## src/hw/rtl/layer_opacity_pixel_blend_unit_macros.svh

```systemverilog
// ----------------------------------------------------------------------------
// layer opacity pixel blend unit assertion macros
// shared property wrappers with clock and reset handling
// ----------------------------------------------------------------------------
`ifndef LAYER_OPACITY_PIXEL_BLEND_UNIT_MACROS_SVH
`define LAYER_OPACITY_PIXEL_BLEND_UNIT_MACROS_SVH

// property checked on every clock edge outside reset
`define LOPB_ASSERT(label, clk, rst_n, prop, msg) \
    label: assert property (@(posedge clk) disable iff (!rst_n) prop) \
        else $error(msg);

// implication checked on every clock edge outside reset
`define LOPB_ASSERT_IMPLY(label, clk, rst_n, ante, cons, msg) \
    label: assert property (@(posedge clk) disable iff (!rst_n) (ante) |-> (cons)) \
        else $error(msg);

`endif

```

## src/hw/rtl/lopb_pkg.sv

```systemverilog
// ----------------------------------------------------------------------------
// lopb_pkg
// types and constants shared by the layer opacity pixel blend unit
// ----------------------------------------------------------------------------
package lopb_pkg;

    localparam int COMP_BITS       = 8;
    localparam int OPAC_BITS       = 9;
    localparam int NUM_COMPS       = 4;
    localparam int NUM_OPAC_REGS   = 4;
    localparam int NUM_REGS        = 5;
    localparam int ADDR_BITS       = $clog2(4 * NUM_REGS);
    localparam int DATA_BITS       = 32;
    localparam int COUNT_BITS      = 3;
    localparam int LAYER_BITS      = 3;
    localparam int DEF_NUM_LAYERS  = 4;

    localparam logic [OPAC_BITS-1:0]  OPACITY_ONE  = OPAC_BITS'(256);
    localparam logic [OPAC_BITS-1:0]  OPACITY_ZERO = '0;
    localparam logic [COUNT_BITS-1:0] COUNT_MAX    = COUNT_BITS'(NUM_COMPS);
    localparam logic [COUNT_BITS-1:0] COUNT_MIN    = COUNT_BITS'(1);

    typedef enum logic [2:0] {
        REG_OPACITY0   = 3'd0,
        REG_OPACITY1   = 3'd1,
        REG_OPACITY2   = 3'd2,
        REG_OPACITY3   = 3'd3,
        REG_COMP_COUNT = 3'd4
    } reg_idx_t;

    typedef logic [COMP_BITS-1:0] comp_t;
    typedef logic [OPAC_BITS-1:0] opac_t;

    // per item control carried alongside the lanes
    typedef struct packed {
        logic                  first;
        logic [COUNT_BITS-1:0] count;
    } lopb_ctrl_t;

    // what one lane hands to the merge stage
    typedef struct packed {
        comp_t blend;
        comp_t base;
        comp_t layer;
        logic  nonzero;
    } lopb_lane_res_t;

endpackage

```

## src/hw/rtl/lopb_cfg.sv

```systemverilog
// ----------------------------------------------------------------------------
// lopb_cfg
// register file: layer opacities and component count, with saturation
// ----------------------------------------------------------------------------
module lopb_cfg
    import lopb_pkg::*;
(
    input  logic                                 clk,
    input  logic                                 rst_n,
    input  logic                                 psel,
    input  logic                                 penable,
    input  logic                                 pwrite,
    input  logic [ADDR_BITS-1:0]                 paddr,
    input  logic [DATA_BITS-1:0]                 pwdata,
    output logic [DATA_BITS-1:0]                 prdata,
    output logic [NUM_OPAC_REGS-1:0][OPAC_BITS-1:0] opacity,
    output logic [COUNT_BITS-1:0]                comp_count
);

    logic [NUM_OPAC_REGS-1:0][OPAC_BITS-1:0] opac_reg;
    logic [COUNT_BITS-1:0]                   count_reg;
    reg_idx_t                                idx;
    logic                                    wr_en;

    assign idx   = reg_idx_t'(paddr[ADDR_BITS-1:2]);
    assign wr_en = psel && penable && pwrite;

    always_ff @(posedge clk or negedge rst_n)
    begin
        if (!rst_n)
        begin
            opac_reg  <= {NUM_OPAC_REGS{OPACITY_ONE}};
            count_reg <= COUNT_MAX;
        end
        else if (wr_en)
        begin
            case (idx)
                REG_OPACITY0:   opac_reg[0] <= pwdata[OPAC_BITS-1:0];
                REG_OPACITY1:   opac_reg[1] <= pwdata[OPAC_BITS-1:0];
                REG_OPACITY2:   opac_reg[2] <= pwdata[OPAC_BITS-1:0];
                REG_OPACITY3:   opac_reg[3] <= pwdata[OPAC_BITS-1:0];
                REG_COMP_COUNT: count_reg   <= pwdata[COUNT_BITS-1:0];
                default:        ;
            endcase
        end
    end

    always_comb
    begin
        case (idx)
            REG_OPACITY0:   prdata = DATA_BITS'(opac_reg[0]);
            REG_OPACITY1:   prdata = DATA_BITS'(opac_reg[1]);
            REG_OPACITY2:   prdata = DATA_BITS'(opac_reg[2]);
            REG_OPACITY3:   prdata = DATA_BITS'(opac_reg[3]);
            REG_COMP_COUNT: prdata = DATA_BITS'(count_reg);
            default:        prdata = '0;
        endcase
    end

    // opacity above one saturates
    always_comb
    begin
        for (int i = 0; i < NUM_OPAC_REGS; i++)
        begin
            opacity[i] = (opac_reg[i] > OPACITY_ONE) ? OPACITY_ONE : opac_reg[i];
        end
    end

    // zero counts as one component, anything above four as four
    always_comb
    begin
        if (count_reg == '0)
            comp_count = COUNT_MIN;
        else if (count_reg > COUNT_MAX)
            comp_count = COUNT_MAX;
        else
            comp_count = count_reg;
    end

endmodule

```

## src/hw/rtl/lopb_lane.sv

```systemverilog
// ----------------------------------------------------------------------------
// lopb_lane
// one component lane: weighted blend of base and layer, registered
// ----------------------------------------------------------------------------
module lopb_lane
    import lopb_pkg::*;
(
    input  logic           clk,
    input  logic           load,
    input  comp_t          base,
    input  comp_t          layer,
    input  opac_t          opacity,
    output lopb_lane_res_t res
);

    opac_t                           inv_opacity;
    logic [COMP_BITS+OPAC_BITS-1:0]  prod_base;
    logic [COMP_BITS+OPAC_BITS-1:0]  prod_layer;
    logic [COMP_BITS+OPAC_BITS:0]    sum;
    lopb_lane_res_t                  res_reg;
    lopb_lane_res_t                  res_next;

    assign inv_opacity = OPACITY_ONE - opacity;
    assign prod_base   = base * inv_opacity;
    assign prod_layer  = layer * opacity;
    assign sum         = {1'b0, prod_base} + {1'b0, prod_layer};

    // full opacity gives the layer, zero gives the base, both exact
    always_comb
    begin
        res_next.blend   = sum[2*COMP_BITS-1:COMP_BITS];
        res_next.base    = base;
        res_next.layer   = layer;
        res_next.nonzero = (layer != '0);
    end

    always_ff @(posedge clk)
    begin
        if (load)
            res_reg <= res_next;
    end

    assign res = res_reg;

endmodule

```

## src/hw/rtl/lopb_merge.sv

```systemverilog
// ----------------------------------------------------------------------------
// lopb_merge
// combines lane results: visibility, first-layer copy, unused masking
// ----------------------------------------------------------------------------
module lopb_merge
    import lopb_pkg::*;
(
    input  logic                                clk,
    input  logic                                rst_n,
    input  logic                                valid,
    input  lopb_ctrl_t                          ctrl,
    input  lopb_lane_res_t [NUM_COMPS-1:0]      lanes,
    output logic                                done,
    output logic [NUM_COMPS-1:0][COMP_BITS-1:0] comps
);

    logic                                visible;
    logic [NUM_COMPS-1:0][COMP_BITS-1:0] comp_next;
    logic [NUM_COMPS-1:0][COMP_BITS-1:0] comp_reg;
    logic                                done_reg;

    // with four components only alpha decides
    always_comb
    begin
        visible = 1'b0;
        if (ctrl.count == COUNT_MAX)
            visible = lanes[NUM_COMPS-1].nonzero;
        else
        begin
            for (int c = 0; c < NUM_COMPS; c++)
            begin
                if (COUNT_BITS'(c) < ctrl.count && lanes[c].nonzero)
                    visible = 1'b1;
            end
        end
    end

    always_comb
    begin
        for (int c = 0; c < NUM_COMPS; c++)
        begin
            if (COUNT_BITS'(c) >= ctrl.count)
                comp_next[c] = '0;
            else if (ctrl.first)
                comp_next[c] = lanes[c].layer;
            else if (visible)
                comp_next[c] = lanes[c].blend;
            else
                comp_next[c] = lanes[c].base;
        end
    end

    always_ff @(posedge clk or negedge rst_n)
    begin
        if (!rst_n)
            done_reg <= 1'b0;
        else
            done_reg <= valid;
    end

    always_ff @(posedge clk)
    begin
        if (valid)
            comp_reg <= comp_next;
    end

    assign done  = done_reg;
    assign comps = comp_reg;

endmodule

```

## src/hw/rtl/layer_opacity_pixel_blend_unit.sv

```systemverilog
// ----------------------------------------------------------------------------
// layer_opacity_pixel_blend_unit
// result: strobed on done once the item has passed the lane register and then the merge register
// throughput: one item per cycle, busy stays low; four component lanes
// each hold one multiply-add stage, then the merge stage registers the pixel
// reset: opacities return to 256, component count to 4, pipeline empties
// ----------------------------------------------------------------------------
`include "layer_opacity_pixel_blend_unit_macros.svh"

module layer_opacity_pixel_blend_unit
    import lopb_pkg::*;
#(
    parameter int NUM_LAYERS = DEF_NUM_LAYERS
)
(
    input  logic                  clk,
    input  logic                  rst_n,
    input  logic                  start,
    output logic                  busy,
    input  logic [LAYER_BITS-1:0] layer_index,
    input  logic                  first_layer,
    input  logic [COMP_BITS-1:0]  base_comp0,
    input  logic [COMP_BITS-1:0]  base_comp1,
    input  logic [COMP_BITS-1:0]  base_comp2,
    input  logic [COMP_BITS-1:0]  base_comp3,
    input  logic [COMP_BITS-1:0]  layer_comp0,
    input  logic [COMP_BITS-1:0]  layer_comp1,
    input  logic [COMP_BITS-1:0]  layer_comp2,
    input  logic [COMP_BITS-1:0]  layer_comp3,
    output logic                  done,
    output logic [COMP_BITS-1:0]  out_comp0,
    output logic [COMP_BITS-1:0]  out_comp1,
    output logic [COMP_BITS-1:0]  out_comp2,
    output logic [COMP_BITS-1:0]  out_comp3,
    input  logic                  psel,
    input  logic                  penable,
    input  logic                  pwrite,
    input  logic [ADDR_BITS-1:0]  paddr,
    input  logic [DATA_BITS-1:0]  pwdata,
    output logic [DATA_BITS-1:0]  prdata,
    output logic                  pready
);

    logic [NUM_OPAC_REGS-1:0][OPAC_BITS-1:0] opacity;
    logic [COUNT_BITS-1:0]                   comp_count;
    logic                                    accept;
    opac_t                                   layer_opac;
    logic [NUM_COMPS-1:0][COMP_BITS-1:0]     base_vec;
    logic [NUM_COMPS-1:0][COMP_BITS-1:0]     layer_vec;
    logic [NUM_COMPS-1:0][COMP_BITS-1:0]     out_vec;
    lopb_lane_res_t [NUM_COMPS-1:0]          lane_res;
    logic                                    valid_reg;
    logic                                    valid_next;
    lopb_ctrl_t                              ctrl_reg;
    lopb_ctrl_t                              ctrl_next;

    assign busy   = 1'b0;
    assign pready = 1'b1;
    assign accept = start && !busy;

    lopb_cfg u_cfg (
        .clk        (clk),
        .rst_n      (rst_n),
        .psel       (psel),
        .penable    (penable),
        .pwrite     (pwrite),
        .paddr      (paddr),
        .pwdata     (pwdata),
        .prdata     (prdata),
        .opacity    (opacity),
        .comp_count (comp_count)
    );

    // out of range layers pass the base, layers without a register are opaque
    always_comb
    begin
        if ({1'b0, layer_index} >= (LAYER_BITS+1)'(NUM_LAYERS))
            layer_opac = OPACITY_ZERO;
        else if (layer_index[LAYER_BITS-1])
            layer_opac = OPACITY_ONE;
        else
            layer_opac = opacity[layer_index[1:0]];
    end

    assign base_vec  = {base_comp3, base_comp2, base_comp1, base_comp0};
    assign layer_vec = {layer_comp3, layer_comp2, layer_comp1, layer_comp0};

    for (genvar g = 0; g < NUM_COMPS; g++)
    begin : g_lane
        lopb_lane u_lane (
            .clk     (clk),
            .load    (accept),
            .base    (base_vec[g]),
            .layer   (layer_vec[g]),
            .opacity (layer_opac),
            .res     (lane_res[g])
        );
    end

    always_comb
    begin
        valid_next      = accept;
        ctrl_next.first = first_layer;
        ctrl_next.count = comp_count;
    end

    always_ff @(posedge clk or negedge rst_n)
    begin
        if (!rst_n)
            valid_reg <= 1'b0;
        else
            valid_reg <= valid_next;
    end

    always_ff @(posedge clk)
    begin
        if (accept)
            ctrl_reg <= ctrl_next;
    end

    lopb_merge u_merge (
        .clk   (clk),
        .rst_n (rst_n),
        .valid (valid_reg),
        .ctrl  (ctrl_reg),
        .lanes (lane_res),
        .done  (done),
        .comps (out_vec)
    );

    assign out_comp0 = out_vec[0];
    assign out_comp1 = out_vec[1];
    assign out_comp2 = out_vec[2];
    assign out_comp3 = out_vec[3];

    `LOPB_ASSERT(a_item_completes, clk, rst_n, ((start && !busy) |=> ##1 done), "item lost")
    `LOPB_ASSERT_IMPLY(a_no_spurious_done, clk, rst_n, done, $past(start && !busy, 2), "no item")

endmodule
```

## config.mk

```make
export PLATFORM = sky130hd
export DESIGN_NAME = layer_opacity_pixel_blend_unit
export DESIGN_NICKNAME = d
export VERILOG_FILES = /design/src/hw/rtl/lopb_pkg.sv /design/src/hw/rtl/lopb_cfg.sv /design/src/hw/rtl/lopb_lane.sv /design/src/hw/rtl/lopb_merge.sv /design/src/hw/rtl/layer_opacity_pixel_blend_unit.sv
export VERILOG_INCLUDE_DIRS = /design/src /design/src/hw/rtl
export SDC_FILE = /design/constraint.sdc
export NUM_CORES = 1
export LEC_CHECK = 0
export ABC_AREA = 1
export BUFFER_PORTS_ARGS = -buffer_cell sky130_fd_sc_hd__buf_2
export CORE_MARGIN = 2
export CORE_UTILIZATION = 32
export DETAILED_ROUTE_END_ITERATION = 6
export SKIP_LAST_GASP = 1
export SLEW_MARGIN = 10
export SYNTH_ARGS = -nofsm -noshare
export SYNTH_HDL_FRONTEND = slang
export SYNTH_SLANG_ARGS = --single-unit
```

## constraint.sdc

```tcl
create_clock -name clk -period 8.97 [get_ports clk]
set_input_delay 1.794 -clock clk [delete_from_list [all_inputs] [get_ports clk]]
set_output_delay 1.794 -clock clk [all_outputs]
set_load 0.03 [all_outputs]
```

-- Yosys cells after proc, flatten, opt, wreduce, memory -nomap -nowiden
Index checks and enable logic that the tools add are counted.
W data, S select, Z words.
- register bits: 177
- logic and storage cells: 104
- output and inout port bits: 67
- $add $sub $neg: 5
- eq/ne operators: 5
- muxes and demuxes: 23
- multipliers: 8
- reductions and logical operators: 18
- order comparisons: 15
- operator list (kind ; count):
    $mul A8 B9 Y16 ; 8
    $add A16 B16 Y16 ; 4
    $mux W8 ; 8
    $mux W9 ; 7
    $pmux W9 S5 ; 1
    $gt A9 B9 Y1 const B ; 4
    $reduce_bool A8 Y1 ; 4
    $bmux W9 S2 ; 1
    $reduce_and A2 Y1 ; 5
    $sub A9 B9 Y9 const A ; 1
    $eq A3 B2 Y1 const B ; 2
    $eq A3 B3 Y1 const B ; 2
    $ge A1 B3 Y1 const A ; 2
    $ge A2 B3 Y1 const A ; 2
    $logic_and A1 B1 Y1 ; 6
    $logic_not A3 Y1 ; 2
    $lt A1 B3 Y1 const A ; 2
    $lt A2 B3 Y1 const A ; 2
    $mux W1 ; 5
    $eq A3 B1 Y1 const B ; 1
    $ge A3 B3 Y1 const B ; 1
    $gt A3 B3 Y1 const B ; 1
    $lt A2 B3 Y1 const B ; 1
    $mux W3 ; 1
    $reduce_or A2 Y1 ; 1

-- Depth between registers and ports, before layout
Gate-level depths: netlist (run 1).
- depth in word-level cells: 9
- gate-level depth with buffers: 39
- gate-level depth less buffers: 37

-- Hierarchy
A second synthesis (run 1) with hierarchy kept.
- cells, all modules: 3662
- area total of the unflattened synthesis: 28628.7 um2
- modules (own cells, without submodules) (module ; times used ; area each (um2) ; cells each):
    lopb_lane (g_lane[1].u_lane ...) ; 2 ; 5796.8 ; 725
    lopb_lane (g_lane[0].u_lane) ; 1 ; 5854.4 ; 737
    lopb_lane (g_lane[3].u_lane) ; 1 ; 5789.3 ; 721
    lopb_cfg ; 1 ; 2496.1 ; 347
    lopb_merge ; 1 ; 2250.9 ; 292
    layer_opacity_pixel_blend_unit ; 1 ; 644.4 ; 115

-- Least setup slack after synthesis (run 1)
OpenSTA, ideal clock, no wires.
- path kind: input -> register
- start: input port layer_index[0]
- end: register g_lane[2].u_lane.res_reg, in the netlist g_lane[2].u_lane.res[23], data pin
- stages: 32
- data arrival time: 7.755 ns
- library setup time: 0.252 ns
- slack: 0.963 ns
- buffers on the path: 3
- path through: buf_4 -> nand3_1 -> nand3_1 -> nand2_1 -> nor2_4 -> inv_2 -> clkbuf_1 -> ha_1 -> nand2_1 -> nor2_4 -> inv_2 -> o21ai_1 -> nand2_1 -> inv_1 -> buf_2 -> nand2_1 -> fa_1 -> fa_1 -> inv_1 -> fa_1 -> fa_1 -> fa_1 -> inv_1 -> fa_1 -> inv_1 -> ha_1 -> a21oi_1 -> o21ai_0 -> a211oi_1 -> nand2_1 -> nand2_1 -> nand2_1
- RTL lines (what ; RTL line ; text):
    from (decl) ; layer_opacity_pixel_blend_unit.sv:20 ; input logic [LAYER_BITS-1:0] layer_index,
    to (signal assigned) ; lopb_lane.sv:40 ; res_reg <= res_next;
    to (decl) ; lopb_lane.sv:20 ; lopb_lane_res_t res_reg;

==> flow_summary.html, run 1 <==
<table>
<tr><th>Metric</th><th>Value</th></tr>
<tr><th colspan="2">Status</th></tr>
<tr><td>Status</td><td>complete, no violations</td></tr>
<tr><th colspan="2">Floorplanning</th></tr>
<tr><td>Starting utilization of the core area</td><td>32.4%</td></tr>
<tr><td>Boundary pin count</td><td>178</td></tr>
<tr><td>Overall die height</td><td>290 um</td></tr>
<tr><td>DIE AREA</td><td>84000 sq um</td></tr>
<tr><td>Floorplan Core Area</td><td>80700 sq um</td></tr>
<tr><td>Number of standard-cell rows in the floorplan</td><td>104</td></tr>
<tr><td>Width of the chip</td><td>290 um</td></tr>
<tr><th colspan="2">Clock tree</th></tr>
<tr><td>Bufs on Longest Clock Path</td><td>2</td></tr>
<tr><td>Hold bufs inserted after CTS</td><td>0</td></tr>
<tr><td>TritonCTS clock tree</td><td>yes</td></tr>
<tr><td>Post_cts resized</td><td>0</td></tr>
<tr><td>Number of buffers added by the clock tree synthesis step</td><td>17</td></tr>
<tr><td>Latest clock arrival within the worst-skew pair</td><td>0.52 ns</td></tr>
<tr><td>Post CTS Setup Buffer Count</td><td>0</td></tr>
<tr><td>H-tree levels</td><td>4</td></tr>
<tr><td>Clock Sinks</td><td>177</td></tr>
<tr><td>Clock transition at the registers of the reported paths</td><td>0.08 ns</td></tr>
<tr><td>Clk Tree Root Cell</td><td>clkbuf_16</td></tr>
<tr><th colspan="2">Worst setup path</th></tr>
<tr><td>Required time at the endpoint of the critical path</td><td>9.23 ns</td></tr>
<tr><td>CP top delay family</td><td>adder cells</td></tr>
<tr><td>Start of the worst register-to-register path</td><td>u_cfg.opac_reg[33]$_DFFE_PN0P_</td></tr>
<tr><td>Reg2Reg Depth</td><td>33</td></tr>
<tr><td>Largest stage delay, worst path</td><td>0.56 ns</td></tr>
<tr><td>Count of buffer and inverter cells on the critical path</td><td>8</td></tr>
<tr><td>Crit path arrival time</td><td>8.52 ns</td></tr>
<tr><td>Setup slack of the worst register-to-register path</td><td>1.66 ns</td></tr>
<tr><td>Crit path max fanout</td><td>15</td></tr>
<tr><td>Type of the worst setup path</td><td>primary input to flop</td></tr>
<tr><td>Worst r2r dst</td><td>g_lane[1].u_lane.res[24]$_DFFE_PP_</td></tr>
<tr><td>Most prevalent standard cell on the critical path</td><td>nand2_1</td></tr>
<tr><td>Startpoint kind of the worst setup timing path</td><td>primary input</td></tr>
<tr><td>Endpoint of the most critical setup path</td><td>g_lane[1].u_lane.res[24]$_DFFE_PP_</td></tr>
<tr><td>CP Depth</td><td>33</td></tr>
<tr><td>Critical path endpoint category</td><td>flop</td></tr>
<tr><td>Master of the slowest instance on the critical path</td><td>fa_1</td></tr>
<tr><td>Launch point of the worst path</td><td>layer_index[0]</td></tr>
<tr><th colspan="2">Timing</th></tr>
<tr><td>Final setup violation count</td><td>0</td></tr>
<tr><td>Setup TNS after final layout</td><td>0 ns</td></tr>
<tr><td>Fmax</td><td>0.121 GHz</td></tr>
<tr><td>Clock Skew</td><td>0.0233 ns</td></tr>
<tr><td>Unrepaired setup endpoints after global routing</td><td>false</td></tr>
<tr><td>Worst slew slack as a fraction of its limit</td><td>23.8%</td></tr>
<tr><td>Ratio of final minimum period to clock period</td><td>92.1%</td></tr>
<tr><td>Final worst path period need</td><td>8.27 ns</td></tr>
<tr><td>Final slew viol count</td><td>0</td></tr>
<tr><td>Final hold violations</td><td>0</td></tr>
<tr><td>Transition time of the tightest slew-check pin</td><td>1.14 ns</td></tr>
<tr><th colspan="2">Run</th></tr>
<tr><td>Max-cap viol count</td><td>0</td></tr>
<tr><th colspan="2">Finish</th></tr>
<tr><td>Nets</td><td>3964</td></tr>
<tr><td>Area delta synth-&gt;final</td><td>9.89%</td></tr>
<tr><td>Final-layout fill cell count</td><td>8312</td></tr>
<tr><td>Final core utilization</td><td>35.6%</td></tr>
<tr><td>Share of final-layout standard cells stronger than drive strength 1</td><td>8.89%</td></tr>
<tr><td>Max FFs per register</td><td>100</td></tr>
<tr><th colspan="2">Global routing</th></tr>
<tr><td>GRT met3 Usage</td><td>3.59%</td></tr>
<tr><td>First-pass GRT wire length</td><td>118 mm</td></tr>
<tr><td>Met2 track demand over resource in global routing</td><td>30.6%</td></tr>
<tr><td>Global router's overall resource usage</td><td>18.4%</td></tr>
<tr><td>Met1 layer usage reported by global route</td><td>24.0%</td></tr>
<tr><td>Busiest layer in global routing</td><td>met2</td></tr>
<tr><td>Via count of the first global-routing pass</td><td>20800</td></tr>
<tr><td>Maximum number of pins on one net before global-route repair</td><td>65</td></tr>
<tr><td>Antenna violations before repair</td><td>11</td></tr>
<tr><td>Total gr overflow</td><td>0</td></tr>
<tr><th colspan="2">Detailed routing</th></tr>
<tr><td>Iter 0 DRT Violations</td><td>1365</td></tr>
<tr><td>Total routed wirelength</td><td>74.9 mm</td></tr>
<tr><td>Number of nets still failing antenna checks after routing</td><td>0</td></tr>
<tr><td>Via density</td><td>4.75</td></tr>
<tr><td>Average routed wire per standard cell</td><td>17.5 um</td></tr>
<tr><td>Total via count in the routed design</td><td>20300</td></tr>
<tr><td>Number of remaining DRC errors</td><td>0</td></tr>
<tr><td>1st-pass router iterations</td><td>5</td></tr>
<tr><th colspan="2">Placement</th></tr>
<tr><td>I/O Buffers</td><td>127</td></tr>
<tr><td>Half-perimeter wire length after placement</td><td>59.4 mm</td></tr>
<tr><td>Gp weighted congestion</td><td>0.874</td></tr>
<tr><th colspan="2">Logic synthesis</th></tr>
<tr><td>Warnings, synthesis</td><td>0</td></tr>
<tr><td>Proportion of netlist area held by the largest area contributor</td><td>32.5%</td></tr>
<tr><td>Seq/Total Area, Yosys</td><td>19.6%</td></tr>
<tr><td>Synthesized flop and latch total</td><td>177</td></tr>
<tr><td>Leading post-synthesis cells by cell area</td><td>fa_1 32%, edfxtp_1 16%, ha_1 11%</td></tr>
<tr><td>Number of standard cells after synthesis</td><td>3066</td></tr>
<tr><td>Unique masters post-synth</td><td>51</td></tr>
<tr><td>Post-synth top area cell</td><td>fa_1</td></tr>
<tr><td>Share of flip-flops with an asynchronous set or reset after synthesis</td><td>23.2%</td></tr>
<tr><td>Most used flip-flop cell after synthesis</td><td>edfxtp_1</td></tr>
<tr><td>Number of synthesized flops with an enable pin</td><td>136</td></tr>
<tr><td>Netlist area before placement</td><td>26200 sq um</td></tr>
<tr><td>Mean Syn Cell Area</td><td>8.53 sq um</td></tr>
<tr><th colspan="2">Power and ir drop</th></tr>
<tr><td>Max IR drop VDD</td><td>0.339 mV</td></tr>
<tr><td>PwrDens</td><td>368 nW/um^2</td></tr>
<tr><td>Power, Total</td><td>10.6 mW</td></tr>
<tr><td>Static leakage</td><td>15.2 nW</td></tr>
<tr><th colspan="2">Worst hold path</th></tr>
<tr><td>Hold Path Class</td><td>flop to flop</td></tr>
</table>
-- per-stage QoR --
stage | cells | worst slack (ns) | hold WS [ns] | instance area, sq um
finish | 4269 | 0.704 | 0.521 | 28700
global route | 4269 | 0.267 | 0.554 | 28700
CTS | 4267 | 0.764 | 0.522 | 28700
detailed placement | 4235 | 0.236 | 0.512 | 28100
global placement | 4235 | 0.271 | 0.497 | 28100
floorplan | 3089 | 0.963 | 0.475 | 26200
-- metal layers --
| layer | routed length (um) | share of wire, % |
|---|---|---|
| met1 | 32000 | 43 |
| met2 | 35200 | 47 |
| met5 | 89 | 0.12 |
| met3 | 5540 | 7.4 |
| met4 | 2090 | 2.8 |
-- worst min path at each step --
stage	end	slack, ns	start	depth (start not counted)
6_report	u_cfg.count_reg[2]$_DFFE_PN1P_	0.52	u_cfg.count_reg[2]$_DFFE_PN1P_	2
5_1_grt	u_cfg.opac_reg[26]$_DFFE_PN1P_	0.55	u_cfg.opac_reg[26]$_DFFE_PN1P_	2
4_1_cts	u_cfg.count_reg[2]$_DFFE_PN1P_	0.52	u_cfg.count_reg[2]$_DFFE_PN1P_	2
3_5_place_dp	u_cfg.count_reg[0]$_DFFE_PN0P_	0.51	u_cfg.count_reg[0]$_DFFE_PN0P_	2
3_3_place_gp	u_cfg.count_reg[0]$_DFFE_PN0P_	0.50	u_cfg.count_reg[0]$_DFFE_PN0P_	2
2_1_floorplan	u_cfg.count_reg[0]$_DFFE_PN0P_	0.48	u_cfg.count_reg[0]$_DFFE_PN0P_	2
-- area by class of cell --
cell class	count	area, sq um	area share, %
tap	1060	1330	4.62
clock buffer	17	425	1.48
inverter	763	2870	9.98
antenna	2	5.00	0.0174
sequential	177	5120	17.8
clock inverter	15	158	0.549
multi-input combinational	2046	17700	61.6
timing repair buffer	189	1140	3.97
-- Yosys cell counts (3+ instances only) --
master and number:
nand2_2 13, buf_2 13, o21ai_2 5, ha_1 235, o21ai_0 55, nor4_1 10, o31ai_1 3, nand4_1 14
nand2_1 573, nor2_1 356, clkinv_1 6, inv_2 12, inv_1 744, nand3_1 143, a311oi_1 3, buf_6 6
o211ai_1 25, nor2_2 12, o221ai_1 8, o21bai_1 4, a211oi_1 4, clkbuf_1 46, dfstp_2 5, xor2_1 26
o21ai_1 5, nor3b_1 6, nor3_2 4, buf_1 5, edfxtp_1 136, buf_4 33, a21o_1 4, nor3_1 10
fa_1 424, xnor2_1 15, dfrtp_1 36, a21oi_1 46
-- worst reg2reg max path: cells and delay by family (launching register included) --
family,cells,cell delay [ns]
adder cells (fa/ha/maj),7,3.15
flip-flops,1,0.43
AO/OA/AOI/OAI,2,0.45
AND/OR/NAND/NOR,16,1.88
buffers and inverters,8,1.13
-- power breakdown --
part | leakage [nW] | total [mW] | internal, mW | switching [mW]
Combinational | 13.0 | 8.34 | 3.19 | 5.15
Sequential | 1.86 | 1.44 | 1.35 | 0.0854
Clock | 0.286 | 0.789 | 0.374 | 0.415
Total | 15.2 | 10.6 | 4.91 | 5.65
-- placed cells by master (no fill, tap or decap), types with 3 or more instances in the layout --
cell type	synthesis	routed
a211oi_1	4	4
a21o_1	4	4
a21oi_1	46	46
a311oi_1	3	3
buf_12	0	3
buf_2	13	126
buf_4	33	60
clkbuf_16	0	17
clkinv_1	6	6
clkinv_4	0	3
conb_1	2	25
dfrtp_1	36	35
dfstp_2	5	5
edfxtp_1	136	136
fa_1	424	424
ha_1	235	235
inv_1	744	744
inv_2	12	12
inv_8	0	8
nand2_1	573	573
nand2_2	13	13
nand3_1	143	143
nand4_1	14	14
nor2_1	356	356
nor2_2	12	12
nor3_1	10	10
nor3_2	4	4
nor3b_1	6	6
nor4_1	10	10
o211ai_1	25	25
o21ai_0	55	55
o21ai_1	5	5
o21ai_2	5	5
o21bai_1	4	4
o221ai_1	8	8
xnor2_1	15	15
xor2_1	26	26
-- cell families (layout without fill, tap and decap cells) --
kind of cell,Yosys count,after routing,synth area share [%]
AOI/OAI and AO/OA,169,169,3.93
xor gates and xnor gates,41,41,1.37
adders and majority gates,659,659,43.7
buffers and inverters,866,984,13.1
DFF,177,177,19.6
other,2,27,0.0287
and+or+nand+nor,1152,1152,18.3
Note: power is estimated with default switching activity, not from simulation.
==> run 2: changes to the inputs <==
--- a/config.mk
+++ b/config.mk
@@ -8,7 +8,7 @@
 export LEC_CHECK = 0
 export ABC_AREA = 1
 export BUFFER_PORTS_ARGS = -buffer_cell sky130_fd_sc_hd__buf_2
-export CORE_MARGIN = 2
+export CORE_MARGIN = 10
 export CORE_UTILIZATION = 32
 export DETAILED_ROUTE_END_ITERATION = 6
 export SKIP_LAST_GASP = 1
==> constraint.sdc (replaced) <==
create_clock -name clk -period 9.8 [get_ports clk]
set_input_delay 1.96 -clock clk [delete_from_list [all_inputs] [get_ports clk]]
set_output_delay 1.96 -clock clk [all_outputs]
set_load 0.03 [all_outputs]
==> run 2 against run 1 <==
  * Via count fell by 0.33%
  * Critical path type unchanged
  * Largest cell class unchanged
  * Cell area shrank 0.54%
  * Register-to-register slack improved by 0.70 ns
  * Sequential cell count stayed put
  * Combinational power is 9.0% lower
  * Routed wire length is 2.5% higher
  * Largest power group unchanged
  * Count of clock-buffer cells in the layout rose by 8
==> flow_summary.html, run 2 (synthesis gave the netlist of run 1 again) <==
<table>
<tr><th>Metric</th><th>Value</th></tr>
<tr><th colspan="2">Status</th></tr>
<tr><td>Status</td><td>complete, no violations</td></tr>
<tr><th colspan="2">Timing</th></tr>
<tr><td>Final worst path period need</td><td>8.59 ns</td></tr>
<tr><td>Ratio of final minimum period to clock period</td><td>87.6%</td></tr>
<tr><td>Final setup violation count</td><td>0</td></tr>
<tr><td>Tightest hold margin</td><td>0.398 ns</td></tr>
<tr><td>Setup TNS after final layout</td><td>0 ns</td></tr>
<tr><td>Post-route setup slack</td><td>1.21 ns</td></tr>
<tr><td>Transition time of the tightest slew-check pin</td><td>0.988 ns</td></tr>
<tr><td>Unrepaired setup endpoints after global routing</td><td>false</td></tr>
<tr><td>Final slew viol count</td><td>0</td></tr>
<tr><td>Fmax</td><td>0.116 GHz</td></tr>
<tr><td>Final hold violations</td><td>0</td></tr>
<tr><td>Clock Skew</td><td>0.0162 ns</td></tr>
<tr><td>Worst slew slack as a fraction of its limit</td><td>34.1%</td></tr>
<tr><th colspan="2">Clock tree</th></tr>
<tr><td>Latest clock arrival within the worst-skew pair</td><td>0.49 ns</td></tr>
<tr><td>Hold bufs inserted after CTS</td><td>0</td></tr>
<tr><td>Post CTS Setup Buffer Count</td><td>0</td></tr>
<tr><td>TritonCTS clock tree</td><td>yes</td></tr>
<tr><td>Clock Sinks</td><td>177</td></tr>
<tr><td>Clk Tree Root Cell</td><td>clkbuf_16</td></tr>
<tr><td>H-tree levels</td><td>4</td></tr>
<tr><td>Post_cts resized</td><td>0</td></tr>
<tr><td>Number of buffers added by the clock tree synthesis step</td><td>17</td></tr>
<tr><td>Bufs on Longest Clock Path</td><td>2</td></tr>
<tr><td>Clock transition at the registers of the reported paths</td><td>0.07 ns</td></tr>
<tr><th colspan="2">Worst setup path</th></tr>
<tr><td>Most prevalent standard cell on the critical path</td><td>nand2_1</td></tr>
<tr><td>Required time at the endpoint of the critical path</td><td>10.05 ns</td></tr>
<tr><td>Largest stage delay, worst path</td><td>0.55 ns</td></tr>
<tr><td>Crit path arrival time</td><td>8.83 ns</td></tr>
<tr><td>Type of the worst setup path</td><td>primary input to flop</td></tr>
<tr><td>Master of the slowest instance on the critical path</td><td>fa_1</td></tr>
<tr><td>Crit path max fanout</td><td>15</td></tr>
<tr><td>Critical path endpoint category</td><td>flop</td></tr>
<tr><td>Startpoint kind of the worst setup timing path</td><td>primary input</td></tr>
<tr><th colspan="2">Finish</th></tr>
<tr><td>Final core utilization</td><td>35.4%</td></tr>
<tr><td>Design area</td><td>28600 sq um</td></tr>
<tr><td>Non-filler instance count after layout</td><td>4252</td></tr>
<tr><td>Area used by sequential logic in the layout</td><td>5120 sq um</td></tr>
<tr><td>Area delta synth-&gt;final</td><td>9.29%</td></tr>
<tr><td>Max FFs per register</td><td>100</td></tr>
<tr><td>Top library cells by usage in the layout, fill and taps aside</td><td>744 x inv_1, 573 x nand2_1, 424 x fa_1</td></tr>
<tr><td>Total area of multi-input combinational cells</td><td>17700 sq um</td></tr>
<tr><td>Most common cell after layout, fill and taps aside</td><td>inv_1</td></tr>
<tr><td>Final-layout fill cell count</td><td>8317</td></tr>
<tr><td>Nets</td><td>3947</td></tr>
<tr><td>Share of final-layout standard cells stronger than drive strength 1</td><td>8.40%</td></tr>
<tr><th colspan="2">Detailed routing</th></tr>
<tr><td>Via density</td><td>4.76</td></tr>
<tr><td>Total routed wirelength</td><td>76.8 mm</td></tr>
<tr><td>Iter 0 DRT Violations</td><td>1476</td></tr>
<tr><td>Average routed wire per standard cell</td><td>18.1 um</td></tr>
<tr><td>Number of remaining DRC errors</td><td>0</td></tr>
<tr><td>1st-pass router iterations</td><td>6</td></tr>
<tr><td>Number of nets still failing antenna checks after routing</td><td>0</td></tr>
<tr><td>Total via count in the routed design</td><td>20200</td></tr>
<tr><th colspan="2">Global routing</th></tr>
<tr><td>Total gr overflow</td><td>0</td></tr>
<tr><td>Met1 layer usage reported by global route</td><td>22.1%</td></tr>
<tr><td>Global router's overall resource usage</td><td>16.7%</td></tr>
<tr><td>Maximum number of pins on one net before global-route repair</td><td>73</td></tr>
<tr><td>First-pass GRT wire length</td><td>121 mm</td></tr>
<tr><td>Met2 track demand over resource in global routing</td><td>27.3%</td></tr>
<tr><td>Antenna violations before repair</td><td>13</td></tr>
<tr><td>GRT met3 Usage</td><td>3.32%</td></tr>
<tr><td>Via count of the first global-routing pass</td><td>20800</td></tr>
<tr><td>Busiest layer in global routing</td><td>met2</td></tr>
<tr><th colspan="2">Floorplanning</th></tr>
<tr><td>Starting utilization of the core area</td><td>32.4%</td></tr>
<tr><td>Overall die height</td><td>306 um</td></tr>
<tr><td>Width of the chip</td><td>306 um</td></tr>
<tr><td>Number of standard-cell rows in the floorplan</td><td>104</td></tr>
<tr><td>Boundary pin count</td><td>178</td></tr>
<tr><td>Floorplan Core Area</td><td>80800 sq um</td></tr>
<tr><td>DIE AREA</td><td>93600 sq um</td></tr>
<tr><th colspan="2">Placement</th></tr>
<tr><td>I/O Buffers</td><td>127</td></tr>
<tr><td>Standard cell area after detailed placement</td><td>28000 sq um</td></tr>
<tr><td>Half-perimeter wire length after placement</td><td>60.7 mm</td></tr>
<tr><td>Setup WS pre-CTS</td><td>0.708 ns</td></tr>
<tr><td>Gp weighted congestion</td><td>0.862</td></tr>
<tr><td>Post-placement cell count</td><td>4218</td></tr>
<tr><th colspan="2">Power and ir drop</th></tr>
<tr><td>Share of total power consumed by net switching</td><td>53.7%</td></tr>
<tr><td>Max IR drop VDD</td><td>0.299 mV</td></tr>
<tr><td>Static leakage</td><td>15.1 nW</td></tr>
<tr><td>Power, Total</td><td>9.62 mW</td></tr>
<tr><td>PwrDens</td><td>337 nW/um^2</td></tr>
<tr><td>Switching power total</td><td>5.16 mW</td></tr>
<tr><td>Internal power component</td><td>4.46 mW</td></tr>
<tr><td>Reg power frac</td><td>13.7%</td></tr>
<tr><td>Part of the power in combinational logic</td><td>78.9%</td></tr>
<tr><td>Clock share of power</td><td>7.4%</td></tr>
<tr><th colspan="2">Worst hold path</th></tr>
<tr><td>Hold Path Class</td><td>flop to flop</td></tr>
<tr><th colspan="2">Run</th></tr>
<tr><td>Max-cap viol count</td><td>0</td></tr>
</table>
run 2: cell count changes in the layout (fill, tap and decap cells not counted):
cell / previous run / this run
clkbuf_2: 0 / 4
clkbuf_8: 0 / 1
clkinvlp_4: 1 / 0
clkinv_2: 0 / 1
clkinv_4: 3 / 1
inv_4: 1 / 2
clkbuf_16: 17 / 20
inv_6: 2 / 3
buf_4: 60 / 46
clkinv_8: 1 / 0
buf_12: 3 / 0
inv_8: 8 / 1
run 2: critical path: cells and delay by family:
| family | cells | cell delay (ns) |
|---|---|---|
| buf+inv | 10 | 1.38 |
| simple gates | 16 | 1.82 |
| compound gates | 1 | 0.12 |
| fa+ha+maj | 8 | 3.55 |
run 2: cell type report:
cell class	instances	area share [%]
Tap cell	1060	4.64
Sequential cell	177	17.9
Clock buffer	25	1.87
Antenna cell	2	0.0175
Timing Repair Buffer	172	3.41
Clock inverter	7	0.201
Inverter	763	10.0
Multi-Input combinational cell	2046	61.9
run 2: final timing paths:
kind / slack [ns] / from / depth (start not counted) / to
worst max-delay path: 1.21 / layer_index[0] / 35 / g_lane[2].u_lane.res[24]$_DFFE_PP_
worst min-delay path: 0.40 / valid_reg$_DFF_PN0_ / 0 / u_merge.done$_DFF_PN0_
min in group asynchronous: 1.60 / rst_n / 1 / u_cfg.opac_reg[5]$_DFFE_PN0P_
max in group asynchronous: 7.55 / rst_n / 1 / valid_reg$_DFF_PN0_
worst min register to register: 0.40 / valid_reg$_DFF_PN0_ / 0 / u_merge.done$_DFF_PN0_
worst max register to register: 2.36 / u_cfg.opac_reg[8]$_DFFE_PN1P_ / 31 / g_lane[1].u_lane.res[24]$_DFFE_PP_
run 2: routing by layer:
metal / wire length [um] / part of all wire (%)
met5: 73 / 0.095
met4: 2010 / 2.6
met1: 33300 / 43
met3: 5890 / 7.7
met2: 35400 / 46
run 2: power by group through the flow:
stage / registers [mW] / clock network [mW] / logic, mW
global route: 1.33 / 0.756 / 8.80
global placement: 1.33 / 0 / 7.46
detailed placement: 1.33 / 0 / 7.55
floorplan: 1.34 / 0 / 5.67
finish: 1.32 / 0.711 / 7.59
CTS: 1.32 / 0.730 / 7.60
